==> src/hdl/rac_pkg.sv <==
// ----------------------------------------------------------------------------
// Radix ASCII converter package
// Shared widths, controller/datapath command and status types, and the
// digit-to-ASCII lookup used by the converter.
// ----------------------------------------------------------------------------
package rac_pkg;

  // Number of value bits that take part in the conversion.
  localparam int VALUE_WIDTH   = 32;
  // Fixed widths of the channel fields.
  localparam int VALUE_FIELD_W = 32;
  localparam int RADIX_W       = 6;
  localparam int CHAR_W        = 7;

  localparam int VALUE_USE_W   = (VALUE_WIDTH < VALUE_FIELD_W) ? VALUE_WIDTH : VALUE_FIELD_W;

  // The divider retires this many quotient bits per cycle.
  localparam int BITS_PER_STEP = 8;
  localparam int DIV_STEPS     = (VALUE_WIDTH + BITS_PER_STEP - 1) / BITS_PER_STEP;
  localparam int PAD_W         = DIV_STEPS * BITS_PER_STEP;
  localparam int STEP_W        = (DIV_STEPS > 1) ? $clog2(DIV_STEPS) : 1;

  // Digit store sizing.
  localparam int CNT_W         = $clog2(VALUE_WIDTH + 1);
  localparam int IDX_W         = $clog2(VALUE_WIDTH);
  localparam int REM_W         = RADIX_W + 1;

  localparam logic [RADIX_W-1:0] RADIX_MIN = RADIX_W'(2);
  localparam logic [RADIX_W-1:0] RADIX_MAX = RADIX_W'(36);

  localparam logic [CHAR_W-1:0] ASCII_ZERO = CHAR_W'(48);
  localparam logic [CHAR_W-1:0] ASCII_ALPHA_BIAS = CHAR_W'(55);

  typedef enum logic [2:0] {
    ST_IDLE   = 3'b001,
    ST_DIVIDE = 3'b010,
    ST_EMIT   = 3'b100
  } rac_state_e;

  // Commands from the controller to the datapath.
  typedef struct packed {
    logic load;      // capture a new value and radix
    logic div_step;  // run one division step
    logic emit;      // move the next stored digit into the output register
  } rac_cmd_t;

  // Status from the datapath to the controller.
  typedef struct packed {
    logic step_last;  // current step completes a division
    logic conv_done;  // the division in flight produces the final digit
    logic emit_last;  // the read pointer sits on the least significant digit
    logic out_valid;  // the output register holds an untaken digit
  } rac_sts_t;

  // Maps a digit value to its ASCII code; codes past 'Z' read as '0'.
  function automatic logic [CHAR_W-1:0] digit_to_ascii(input logic [RADIX_W-1:0] d);
    logic [CHAR_W-1:0] c;
    if (d < RADIX_W'(10)) begin
      c = ASCII_ZERO + CHAR_W'(d);
    end else if (d < RADIX_MAX) begin
      c = ASCII_ALPHA_BIAS + CHAR_W'(d);
    end else begin
      c = ASCII_ZERO;
    end
    return c;
  endfunction

endpackage

==> src/hdl/rac_ifs.sv <==
// ----------------------------------------------------------------------------
// Radix ASCII converter channel interfaces
// Valid/ready channels for the conversion request and the digit stream.
// ----------------------------------------------------------------------------
interface rac_in_if;
  import rac_pkg::*;

  logic                     valid;
  logic                     ready;
  logic [VALUE_FIELD_W-1:0] value;
  logic [RADIX_W-1:0]       radix;

  modport source (output valid, output value, output radix, input ready);
  modport sink   (input valid, input value, input radix, output ready);
endinterface

interface rac_out_if;
  import rac_pkg::*;

  logic              valid;
  logic              ready;
  logic [CHAR_W-1:0] digit_char;
  logic              last_digit;

  modport source (output valid, output digit_char, output last_digit, input ready);
  modport sink   (input valid, input digit_char, input last_digit, output ready);
endinterface

==> src/hdl/rac_ctrl.sv <==
// ----------------------------------------------------------------------------
// Radix ASCII converter controller
// Sequences capture, repeated division and reverse-order digit readout.
// ----------------------------------------------------------------------------
module rac_ctrl
  import rac_pkg::*;
(
  input  logic     clk_i,
  input  logic     rst_ni,
  input  logic     in_valid_i,
  output logic     in_ready_o,
  input  logic     out_ready_i,
  input  rac_sts_t sts_i,
  output rac_cmd_t cmd_o
);

  rac_state_e state_q, state_d;

  always_comb begin
    state_d        = state_q;
    cmd_o          = '0;
    in_ready_o     = 1'b0;
    unique case (state_q)
      ST_IDLE: begin
        in_ready_o = 1'b1;
        if (in_valid_i) begin
          cmd_o.load = 1'b1;
          state_d    = ST_DIVIDE;
        end
      end
      ST_DIVIDE: begin
        cmd_o.div_step = 1'b1;
        if (sts_i.step_last && sts_i.conv_done) begin
          state_d = ST_EMIT;
        end
      end
      ST_EMIT: begin
        // A digit moves out only when the output register is free or drains now.
        if (!sts_i.out_valid || out_ready_i) begin
          cmd_o.emit = 1'b1;
          if (sts_i.emit_last) begin
            state_d = ST_IDLE;
          end
        end
      end
      default: begin
        state_d = ST_IDLE;
      end
    endcase
  end

  always_ff @(posedge clk_i or negedge rst_ni) begin
    if (!rst_ni) begin
      state_q <= ST_IDLE;
    end else begin
      state_q <= state_d;
    end
  end

endmodule

==> src/hdl/rac_dpath.sv <==
// ----------------------------------------------------------------------------
// Radix ASCII converter datapath
// Shift-subtract divider, remainder store and registered ASCII output.
// ----------------------------------------------------------------------------
module rac_dpath
  import rac_pkg::*;
(
  input  logic                     clk_i,
  input  logic                     rst_ni,
  input  rac_cmd_t                 cmd_i,
  input  logic [VALUE_FIELD_W-1:0] value_i,
  input  logic [RADIX_W-1:0]       radix_i,
  input  logic                     out_ready_i,
  output rac_sts_t                 sts_o,
  output logic                     out_valid_o,
  output logic [CHAR_W-1:0]        digit_char_o,
  output logic                     last_digit_o
);

  logic [PAD_W-1:0]   quot_q, quot_next;
  logic [REM_W-1:0]   rem_q, rem_next;
  logic [RADIX_W-1:0] radix_q, radix_sat;
  logic [STEP_W-1:0]  step_cnt_q;
  logic [CNT_W-1:0]   cnt_q;
  logic [IDX_W-1:0]   rd_idx_q;
  logic               out_valid_q;
  logic [CHAR_W-1:0]  digit_char_q;
  logic               last_digit_q;
  logic               step_last;

  logic [RADIX_W-1:0] digit_store [VALUE_WIDTH];

  always_comb begin
    if (radix_i < RADIX_MIN) begin
      radix_sat = RADIX_MIN;
    end else if (radix_i > RADIX_MAX) begin
      radix_sat = RADIX_MAX;
    end else begin
      radix_sat = radix_i;
    end
  end

  // Restoring division, BITS_PER_STEP quotient bits per cycle. The remainder
  // stays below the radix, so each trial fits in REM_W bits.
  always_comb begin
    logic [REM_W-1:0] r;
    logic [PAD_W-1:0] q;
    r = rem_q;
    q = quot_q;
    for (int i = 0; i < BITS_PER_STEP; i++) begin
      r = {r[REM_W-2:0], q[PAD_W-1]};
      q = {q[PAD_W-2:0], 1'b0};
      if (r >= {1'b0, radix_q}) begin
        r    = r - {1'b0, radix_q};
        q[0] = 1'b1;
      end
    end
    rem_next  = r;
    quot_next = q;
  end

  assign step_last       = (step_cnt_q == STEP_W'(DIV_STEPS - 1));
  assign sts_o.step_last = step_last;
  assign sts_o.conv_done = (quot_next == '0) || (cnt_q == CNT_W'(VALUE_WIDTH - 1));
  assign sts_o.emit_last = (rd_idx_q == '0);
  assign sts_o.out_valid = out_valid_q;

  // Control counters.
  always_ff @(posedge clk_i or negedge rst_ni) begin
    if (!rst_ni) begin
      step_cnt_q  <= '0;
      cnt_q       <= '0;
      rd_idx_q    <= '0;
      out_valid_q <= 1'b0;
    end else begin
      if (cmd_i.load) begin
        step_cnt_q <= '0;
        cnt_q      <= '0;
      end else if (cmd_i.div_step) begin
        if (step_last) begin
          step_cnt_q <= '0;
          cnt_q      <= cnt_q + CNT_W'(1);
          rd_idx_q   <= cnt_q[IDX_W-1:0];
        end else begin
          step_cnt_q <= step_cnt_q + STEP_W'(1);
        end
      end else if (cmd_i.emit) begin
        rd_idx_q <= rd_idx_q - IDX_W'(1);
      end

      if (cmd_i.emit) begin
        out_valid_q <= 1'b1;
      end else if (out_ready_i) begin
        out_valid_q <= 1'b0;
      end
    end
  end

  // Payload registers and the digit store.
  always_ff @(posedge clk_i) begin
    if (cmd_i.load) begin
      quot_q  <= PAD_W'(value_i[VALUE_USE_W-1:0]);
      rem_q   <= '0;
      radix_q <= radix_sat;
    end else if (cmd_i.div_step) begin
      quot_q <= quot_next;
      if (step_last) begin
        rem_q                            <= '0;
        digit_store[cnt_q[IDX_W-1:0]]    <= rem_next[RADIX_W-1:0];
      end else begin
        rem_q <= rem_next;
      end
    end
    if (cmd_i.emit) begin
      digit_char_q <= digit_to_ascii(digit_store[rd_idx_q]);
      last_digit_q <= (rd_idx_q == '0);
    end
  end

  assign out_valid_o  = out_valid_q;
  assign digit_char_o = digit_char_q;
  assign last_digit_o = last_digit_q;

  // A new digit never overwrites one that the consumer has not yet taken.
  a_emit_slot_free: assert property (@(posedge clk_i) disable iff (!rst_ni)
    cmd_i.emit |-> (!out_valid_q || out_ready_i))
    else $error("digit loaded over an untaken digit");

  // After every division step the running remainder stays below the radix.
  a_rem_below_radix: assert property (@(posedge clk_i) disable iff (!rst_ni)
    $past(cmd_i.div_step) |-> (rem_q < {1'b0, radix_q}))
    else $error("remainder not below radix");

  // The digit count never runs past the store depth.
  a_cnt_in_range: assert property (@(posedge clk_i) disable iff (!rst_ni)
    cnt_q <= CNT_W'(VALUE_WIDTH))
    else $error("digit count past store depth");

  // Division and readout never overlap.
  a_cmd_exclusive: assert property (@(posedge clk_i) disable iff (!rst_ni)
    !(cmd_i.div_step && (cmd_i.emit || cmd_i.load)))
    else $error("divide command overlaps another command");

endmodule

==> src/hdl/radix_ascii_converter_unit.sv <==
// ----------------------------------------------------------------------------
// Radix ASCII converter
// Converts an unsigned value to ASCII digits in radix 2 to 36, most
// significant digit first, flagging the final digit.
// ----------------------------------------------------------------------------
//
//   Channel   Direction  Payload                      Transaction
//   in_i      sink       value[31:0], radix[5:0]      one conversion request
//   out_o     source     digit_char[6:0], last_digit  one ASCII digit
//
// Each digit costs one full division at 8 quotient bits per cycle, so an
// item with n digits holds the divider for n divisions and then streams
// its n digits out at one per cycle while the output is not stalled.
// The next request is taken once the final digit is in the output register.
// Reset is asynchronous and active low; no clearing pass is needed.
// A stalled output holds the current digit and pauses the readout.
//
module radix_ascii_converter_unit
  import rac_pkg::*;
(
  input  logic      clk_i,
  input  logic      rst_ni,
  rac_in_if.sink    in_i,
  rac_out_if.source out_o
);

  rac_cmd_t cmd;
  rac_sts_t sts;

  // The controller walks through capture, one division per digit, and
  // readout of the stored remainders from the most significant end.
  rac_ctrl u_ctrl (
    .clk_i       (clk_i),
    .rst_ni      (rst_ni),
    .in_valid_i  (in_i.valid),
    .in_ready_o  (in_i.ready),
    .out_ready_i (out_o.ready),
    .sts_i       (sts),
    .cmd_o       (cmd)
  );

  // The datapath holds the divider, the remainder store and the output
  // register, which decouples the digit consumer from the readout.
  rac_dpath u_dpath (
    .clk_i        (clk_i),
    .rst_ni       (rst_ni),
    .cmd_i        (cmd),
    .value_i      (in_i.value),
    .radix_i      (in_i.radix),
    .out_ready_i  (out_o.ready),
    .sts_o        (sts),
    .out_valid_o  (out_o.valid),
    .digit_char_o (out_o.digit_char),
    .last_digit_o (out_o.last_digit)
  );

endmodule

==> src/flat_wrapper.sv <==
// flat-port wrapper written by rule: the top's interface ports become plain ports
module radix_ascii_converter_unit_flat import rac_pkg::*;
  (clk_i, rst_ni, in_i_valid, in_i_value, in_i_radix, in_i_ready, out_o_valid, out_o_digit_char, out_o_last_digit, out_o_ready);
  rac_in_if in_i_i ();
  rac_out_if out_o_i ();
  input  logic clk_i;
  input  logic rst_ni;
  input wire logic [$bits(in_i_i.valid)-1:0] in_i_valid;
  input wire logic [$bits(in_i_i.value)-1:0] in_i_value;
  input wire logic [$bits(in_i_i.radix)-1:0] in_i_radix;
  output wire logic [$bits(in_i_i.ready)-1:0] in_i_ready;
  output wire logic [$bits(out_o_i.valid)-1:0] out_o_valid;
  output wire logic [$bits(out_o_i.digit_char)-1:0] out_o_digit_char;
  output wire logic [$bits(out_o_i.last_digit)-1:0] out_o_last_digit;
  input wire logic [$bits(out_o_i.ready)-1:0] out_o_ready;
  assign in_i_i.valid = in_i_valid;
  assign in_i_i.value = in_i_value;
  assign in_i_i.radix = in_i_radix;
  assign in_i_ready = in_i_i.ready;
  assign out_o_valid = out_o_i.valid;
  assign out_o_digit_char = out_o_i.digit_char;
  assign out_o_last_digit = out_o_i.last_digit;
  assign out_o_i.ready = out_o_ready;
  radix_ascii_converter_unit u_core (.clk_i(clk_i), .rst_ni(rst_ni), .in_i(in_i_i), .out_o(out_o_i));
endmodule
==> config.mk <==
export PLATFORM = sky130hd
export DESIGN_NAME = radix_ascii_converter_unit_flat
export DESIGN_NICKNAME = d
export VERILOG_FILES = /design/src/hdl/rac_pkg.sv /design/src/hdl/rac_ifs.sv /design/src/hdl/rac_ctrl.sv /design/src/hdl/rac_dpath.sv /design/src/hdl/radix_ascii_converter_unit.sv /design/src/flat_wrapper.sv
export SDC_FILE = /design/constraint.sdc
export NUM_CORES = 1
export LEC_CHECK = 0
export BUFFER_PORTS_ARGS = -buffer_cell sky130_fd_sc_hd__buf_2
export CAP_MARGIN = 15
export CORE_ASPECT_RATIO = 0.75
export CORE_MARGIN = 10
export CORE_UTILIZATION = 45
export CTS_BUF_LIST = sky130_fd_sc_hd__clkbuf_16
export CTS_CLUSTER_SIZE = 14
export DETAILED_ROUTE_END_ITERATION = 10
export PLACE_DENSITY = 0.63
export SETUP_SLACK_MARGIN = 0.02
export SLEW_MARGIN = 20
export SYNTH_ARGS = -nofsm -noshare
export SYNTH_HDL_FRONTEND = slang
export SYNTH_SLANG_ARGS = --single-unit
==> constraint.sdc <==
create_clock -name clk_i -period 15.74 [get_ports clk_i]
set_clock_uncertainty 0.15 [all_clocks]
set_input_delay 0.787 -clock clk_i [delete_from_list [all_inputs] [get_ports clk_i]]
set_output_delay 0.787 -clock clk_i [all_outputs]
set_load 0.03 [all_outputs]
* Yosys cells after proc, flatten, opt, wreduce, memory -nomap -nowiden
Memory sizes are Yosys's and may differ from the RTL's. Cells that the tools add are included.
Cells by class: $add $sub $neg 13, order comparisons 12, eq/ne operators 10, muxes and demuxes 48, bitwise gates (word level) 1, reduce and logical (&&, ||, !) cells 14
Operators with widths (count):
- two-way mux 6 bit | 13
- two-way mux 32 bit | 2
- greater-or-equal comparator 7 x 6 -> 1 bit | 8
- subtractor 6 bit | 8
- zero test 32 bit | 1
- two-way mux 1 bit | 20
- two-way mux 5 bit | 3
- adder 6 x 6 -> 7 bit, first input constant | 2
- two-way mux 7 bit | 2
- two-way mux 3 bit | 4
- case mux 3 bit (3 select lines) | 1
- != test 2 bit, second input constant | 4
- nonzero test 2 bit | 4
- adder 6 x 1 -> 6 bit, second input constant | 1
- equality test 6 x 5 -> 1 bit, second input constant | 1
- greater-than comparator 6 bit, second input constant | 1
- < comparator 6 x 2 -> 1 bit, second input constant | 1
- < comparator 6 x 4 -> 1 bit, second input constant | 1
- < comparator 6 bit, second input constant | 1
- two-way mux 2 bit | 3
- zero test 5 bit | 1
- subtractor 5 x 1 -> 5 bit, second input constant | 1
- AND reduction 4 bit | 1
- equality test 3 x 1 -> 1 bit, second input constant | 1
- 12 further kinds | 13
Word-level totals: register bits after elaboration 69, bits in writable memories 192, bits of input ports 42, output and inout port bits 10, word-level logic and storage cells 110, memories 1
Memories:
- u_core.u_dpath.digit_store | depth 32, bits a word 6, read ports 1, clocked after Yosys merged registers in 0, write ports 1, RTL line rac_dpath.sv:31 | logic [RADIX_W-1:0] digit_store [VALUE_WIDTH];

* Depth between registers and ports, before layout
word-level depth 21, depth in mapped cells 77, gate-level depth less buffers 74

* Hierarchy
Synthesis repeated with hierarchy kept, for this count alone.
Unflattened totals: cell total of the unflattened synthesis 925, area, all modules 13391.6 sq um
Modules (own cells, without submodules):
- rac_dpath | instances 1, cells each 907, area each 13203.9 sq um, sequential area each 7617.3 sq um
- rac_ctrl | instances 1, cells each 18, area each 187.7 sq um, sequential area each 76.3 sq um

* Least setup slack after synthesis
OpenSTA, ideal clock, no wires.
kind register to register, start point reg u_core.u_dpath.radix_q[1], end point mem u_core.u_dpath.digit_store[0][0] (data pin), library setup time 0.392 ns, arrival 16.118 ns, required time 15.198 ns, setup slack -0.920 ns, stages on the path, launching flop included 74, buffers on the path 5, clock period less this slack 16.660 ns, cell sequence edfxtp_1 -> inv_1 -> ha_1 -> nand2_1 -> o21ai_1 -> a21o_1 -> buf_6 -> mux2_2 -> inv_1 -> ha_1 -> nor2b_1 -> o31ai_1 -> a211o_1 -> o2111a_1 -> clkbuf_1 -> o21ai_0 -> ha_1 -> a2111oi_0 -> (+38 left out) -> ha_1 -> a21oi_1 -> o21ai_0 -> a21o_1 -> a21o_1 -> a211o_1 -> a2111oi_4 -> nor3_1 -> mux2i_1 -> ha_1 -> a21o_1 -> a21o_1 -> a21o_1 -> a21o_1 -> a31o_2 -> a221o_1 -> a211oi_4 -> mux2i_1
On the way: longest elaborated chain between the ends 16, elaborated cells on any way between the ends 23, classes of those cells add/sub: 7; order compare: 8; mux: 8
RTL lines:
- start: declaration | RTL line rac_dpath.sv:22 | logic [RADIX_W-1:0] radix_q, radix_sat;
- start signal: assignment | RTL line rac_dpath.sv:104 | radix_q <= radix_sat;
- subtractor 6 bit or greater-or-equal comparator 7 x 6 -> 1 bit (tied branches) | RTL line rac_dpath.sv:54, rac_dpath.sv:53
- two-way mux 6 bit | RTL line rac_dpath.sv:53 | if (r >= {1'b0, radix_q}) begin
- subtractor 6 bit or greater-or-equal comparator 7 x 6 -> 1 bit (tied branches) | RTL line rac_dpath.sv:54, rac_dpath.sv:53
- two-way mux 6 bit | RTL line rac_dpath.sv:53
- subtractor 6 bit or greater-or-equal comparator 7 x 6 -> 1 bit (tied branches) | RTL line rac_dpath.sv:54, rac_dpath.sv:53
- two-way mux 6 bit | RTL line rac_dpath.sv:53
- subtractor 6 bit or greater-or-equal comparator 7 x 6 -> 1 bit (tied branches) | RTL line rac_dpath.sv:54, rac_dpath.sv:53
- two-way mux 6 bit | RTL line rac_dpath.sv:53
- subtractor 6 bit or greater-or-equal comparator 7 x 6 -> 1 bit (tied branches) | RTL line rac_dpath.sv:54, rac_dpath.sv:53
- two-way mux 6 bit | RTL line rac_dpath.sv:53
- greater-or-equal comparator 7 x 6 -> 1 bit or subtractor 6 bit (tied branches) | RTL line rac_dpath.sv:53, rac_dpath.sv:54
- two-way mux 6 bit | RTL line rac_dpath.sv:53
- subtractor 6 bit or greater-or-equal comparator 7 x 6 -> 1 bit (tied branches) | RTL line rac_dpath.sv:54, rac_dpath.sv:53
- two-way mux 6 bit | RTL line rac_dpath.sv:53
- greater-or-equal comparator 7 x 6 -> 1 bit * | RTL line rac_dpath.sv:53
- two-way mux 6 bit * | RTL line rac_dpath.sv:53
- net u_core.u_dpath.rem_next[0] | RTL line rac_dpath.sv:21 | logic [REM_W-1:0] rem_q, rem_next;
- end: declaration | RTL line rac_dpath.sv:31
The timed path passes the listed nets; every way through them passes the cells marked *.

* Worst setup path after layout
start point reg u_core.u_dpath.radix_q[5], end point reg u_core.u_dpath.rem_q[2]
On the way: longest elaborated chain between the ends 17, elaborated cells on any way between the ends 25, classes of those cells add/sub: 8; order compare: 8; mux: 9
RTL lines:
- subtractor 6 bit or greater-or-equal comparator 7 x 6 -> 1 bit (tied branches) | RTL line rac_dpath.sv:54, rac_dpath.sv:53
- two-way mux 6 bit | RTL line rac_dpath.sv:53
- greater-or-equal comparator 7 x 6 -> 1 bit or subtractor 6 bit (tied branches) | RTL line rac_dpath.sv:53, rac_dpath.sv:54
- two-way mux 6 bit | RTL line rac_dpath.sv:53
- subtractor 6 bit or greater-or-equal comparator 7 x 6 -> 1 bit (tied branches) | RTL line rac_dpath.sv:54, rac_dpath.sv:53
- two-way mux 6 bit | RTL line rac_dpath.sv:53
- subtractor 6 bit or greater-or-equal comparator 7 x 6 -> 1 bit (tied branches) | RTL line rac_dpath.sv:54, rac_dpath.sv:53
- two-way mux 6 bit | RTL line rac_dpath.sv:53
- (+2 left out)
- subtractor 6 bit or greater-or-equal comparator 7 x 6 -> 1 bit (tied branches) | RTL line rac_dpath.sv:54, rac_dpath.sv:53
- two-way mux 6 bit | RTL line rac_dpath.sv:53
- greater-or-equal comparator 7 x 6 -> 1 bit or subtractor 6 bit (tied branches) | RTL line rac_dpath.sv:53, rac_dpath.sv:54
- two-way mux 6 bit | RTL line rac_dpath.sv:53
- subtractor 6 bit or greater-or-equal comparator 7 x 6 -> 1 bit (tied branches) | RTL line rac_dpath.sv:54, rac_dpath.sv:53
- two-way mux 6 bit * | RTL line rac_dpath.sv:53
- net u_core.u_dpath.rem_next[2] | RTL line rac_dpath.sv:21
- two-way mux 6 bit * | RTL line rac_dpath.sv:107 | if (step_last) begin
- end signal: assignment | RTL line rac_dpath.sv:111 | rem_q <= rem_next;
- end: declaration | RTL line rac_dpath.sv:21
Marked as above. A chain may end at the register's enable or synchronous reset.

==> out/metrics.cfg <==
[detailed_routing]
first_iter_violations = 956
via_per_inst = 5.86
routed_wl_um = 37000
routed_wire_length_per_instance_um = 23.2
antenna_left = 0
first_pass_iters = 5
via_count = 9352
drc = 0

[critical_path]
path_delay_family = compound AO/OA/AOI/OAI gates
crit_type = flip-flop to flip-flop
critPathArrivalTime_ns = 15.22
cp_num_buf_inv = 3
cp.required_ns = 16.03
end_kind = flip-flop
cp_max_fo = 17
crit_top_cell = a21o_1
startpoint_type = flip-flop
max_stage_delay_ns = 0.42
slowest_stage = a2111oi_4

[final_layout]
layout_commonest_cell = edfxtp_1
layout-drive-gt1-share = 0.219
areaGrowthSynthToFinish_pct = 16.0
final_cell_mix = 238 x edfxtp_1, 132 x nand2_1, 87 x nor2_1
diodes = 0
nets = 1285

[run]
maxCapViolCount = 0

[clock_tree]
htreeDepth = 1
cts_root_buffer = clkbuf_16
clkLatencyLatePin_ns = 0.55
clock_sinks = 261
cts_inserted_buffers = 28
cts_hold_buf = 0
cts_buffer_depth = 3
clkTransAtPathRegs_ns = 0.06
cts_tree = done

[global_route]
grt_pass1_wl_um = 53300
grt_pass1_vias = 8858
antenna_found_initial = 1
grt_max_degree = 45
grt_usage = 0.180
grt.overflow.total = 0

[hold_path]
hold_class = input port to async pin

[placement]
place_congestion = 0.945
place_hpwl_um = 25200
numPortBuffers = 51

[synthesis]
synth_ff_type = edfxtp_1
syn-instance-count = 1083
async_reset_ff_frac = 0.0651
syn_nets = 1192
synth.distinct_cells = 75
netlist_area_um2 = 13800
ys_seq_area_frac = 0.559
ys_ff_latch = 261
synth_area_per_cell_um2 = 12.7
ys_warn_count = 0
synth_edf_count = 238

[floorplan]
dieArea_um2 = 38000
pin_count = 52
core_um2 = 30100
die_w_um = 222
initial_core_util = 0.457
rows = 55
die_h_um = 171

[timing]
fin_setup_tns_ns = 0
fin_crit_sh = 0.949
slew_headroom = 0.304
max_slew.worst_pin.slew_ns = 1.04
fmax_mhz = 67.0
layout_min_cycle_time_ns = 14.93
hold_violations = 0
drv_slew = 0
setup_viol = 0

[status]
status = complete, no violations

flip-flops by register name, summed over array words and instances (netlist names):
| register | flops |
|---|---|
| u_core.u_ctrl.state_q | 3 |
| u_core.u_dpath.last_digit_o | 1 |
| u_core.u_dpath.out_valid_o | 1 |
| u_core.u_dpath.cnt_q | 6 |
| u_core.u_dpath.rd_idx_q | 5 |
| u_core.u_dpath.step_cnt_q | 2 |
| u_core.u_dpath.quot_q | 32 |
| u_core.u_dpath.radix_q | 6 |
| u_core.u_dpath.rem_q | 6 |
| u_core.u_dpath.digit_char_o | 7 |
| u_core.u_dpath.digit_store | 192 |
path summary, 6_finish.rpt:
kind / startpoint / to / slack (ns) / cells after the start
worst max-delay path: u_core.u_dpath.radix_q[5] / u_core.u_dpath.rem_q[2] / 0.81 / 67
worst min-delay path: rst_ni / u_core.u_dpath.rd_idx_q[0] / 0.02 / 1
worst max register to register: u_core.u_dpath.radix_q[5] / u_core.u_dpath.rem_q[2] / 0.81 / 67
worst min register to register: u_core.u_dpath.step_cnt_q[1] / u_core.u_dpath.step_cnt_q[1] / 0.38 / 2
max in group asynchronous: rst_ni / u_core.u_dpath.rd_idx_q[0] / 15.10 / 1
min in group clk_i: in_i_value[21] / u_core.u_dpath.quot_q[21] / 0.35 / 3
layer usage:
layer	vias to the layer above	global-route usage	wire, um
li1	4295	-	-
met1	4612	0.279	17800
met2	393	0.249	14900
met3	50	0.0419	3680
met4	2	0.0313	643
met5	-	0	13
stage by stage:
stage | utilization | hold slack, ns | worst slack [ns] | instances | instance area [um^2]
3_5_place_dp | 0.485 | 0.373 | -0.156 | 1527 | 14600
6_report | 0.530 | 0.0176 | 0.805 | 1596 | 16000
3_3_place_gp | 0.485 | 0.364 | 0.290 | 1527 | 14600
2_1_floorplan | - | 0.321 | 0.0497 | 1083 | 13800
4_1_cts | 0.517 | 0.0134 | 0.0910 | 1582 | 15600
5_1_grt | 0.530 | 0.0409 | -0.0477 | 1596 | 16000
logic make-up (layout without fill, tap and decap cells):
family,after synthesis,after routing,share of synthesized area
AOI/OAI and AO/OA,210,211,0.111
buffers and inverters,103,210,0.0301
muxes,95,101,0.113
DFF,261,261,0.559
adders and majority gates,67,67,0.0653
xor gates and xnor gates,26,26,0.0165
and+or+nand+nor,321,321,0.105
cell type report:
| type | instances | area (um^2) |
|---|---|---|
| Multi-Input combinational cell | 726 | 5990 |
| Fill cell | 2551 | 14200 |
| Inverter | 64 | 240 |
| Clock buffer | 29 | 726 |
| Clock inverter | 22 | 203 |
| Timing Repair Buffer | 95 | 609 |
| Sequential cell | 261 | 7700 |
| Tap cell | 399 | 499 |
timing repair:
action | CTS | global route
endpoints found under the hold margin | 0 | 0
resized for setup | 2 | 57
pin swaps | 1 | 9
endpoints found under the setup margin | 198 | 201
setup buffers | 4 | 7
cloned | 0 | 7
synth_stat cells, drive strengths merged (15+ instances only):
master,n,area share
a21o,18,0.0098
a21oi,53,0.019
buf,16,0.0064
clkbuf,23,0.0063
dfrtp,16,0.029
edfxtp,238,0.52
ha,59,0.054
inv,64,0.017
mux2,15,0.014
mux2i,35,0.026
mux4,45,0.074
nand2,132,0.036
nand3,17,0.0062
nor2,88,0.024
o21ai,39,0.015
Power is not shown: default switching activity piles up to over one toggle a cycle in this logic, so the estimate is an artifact.
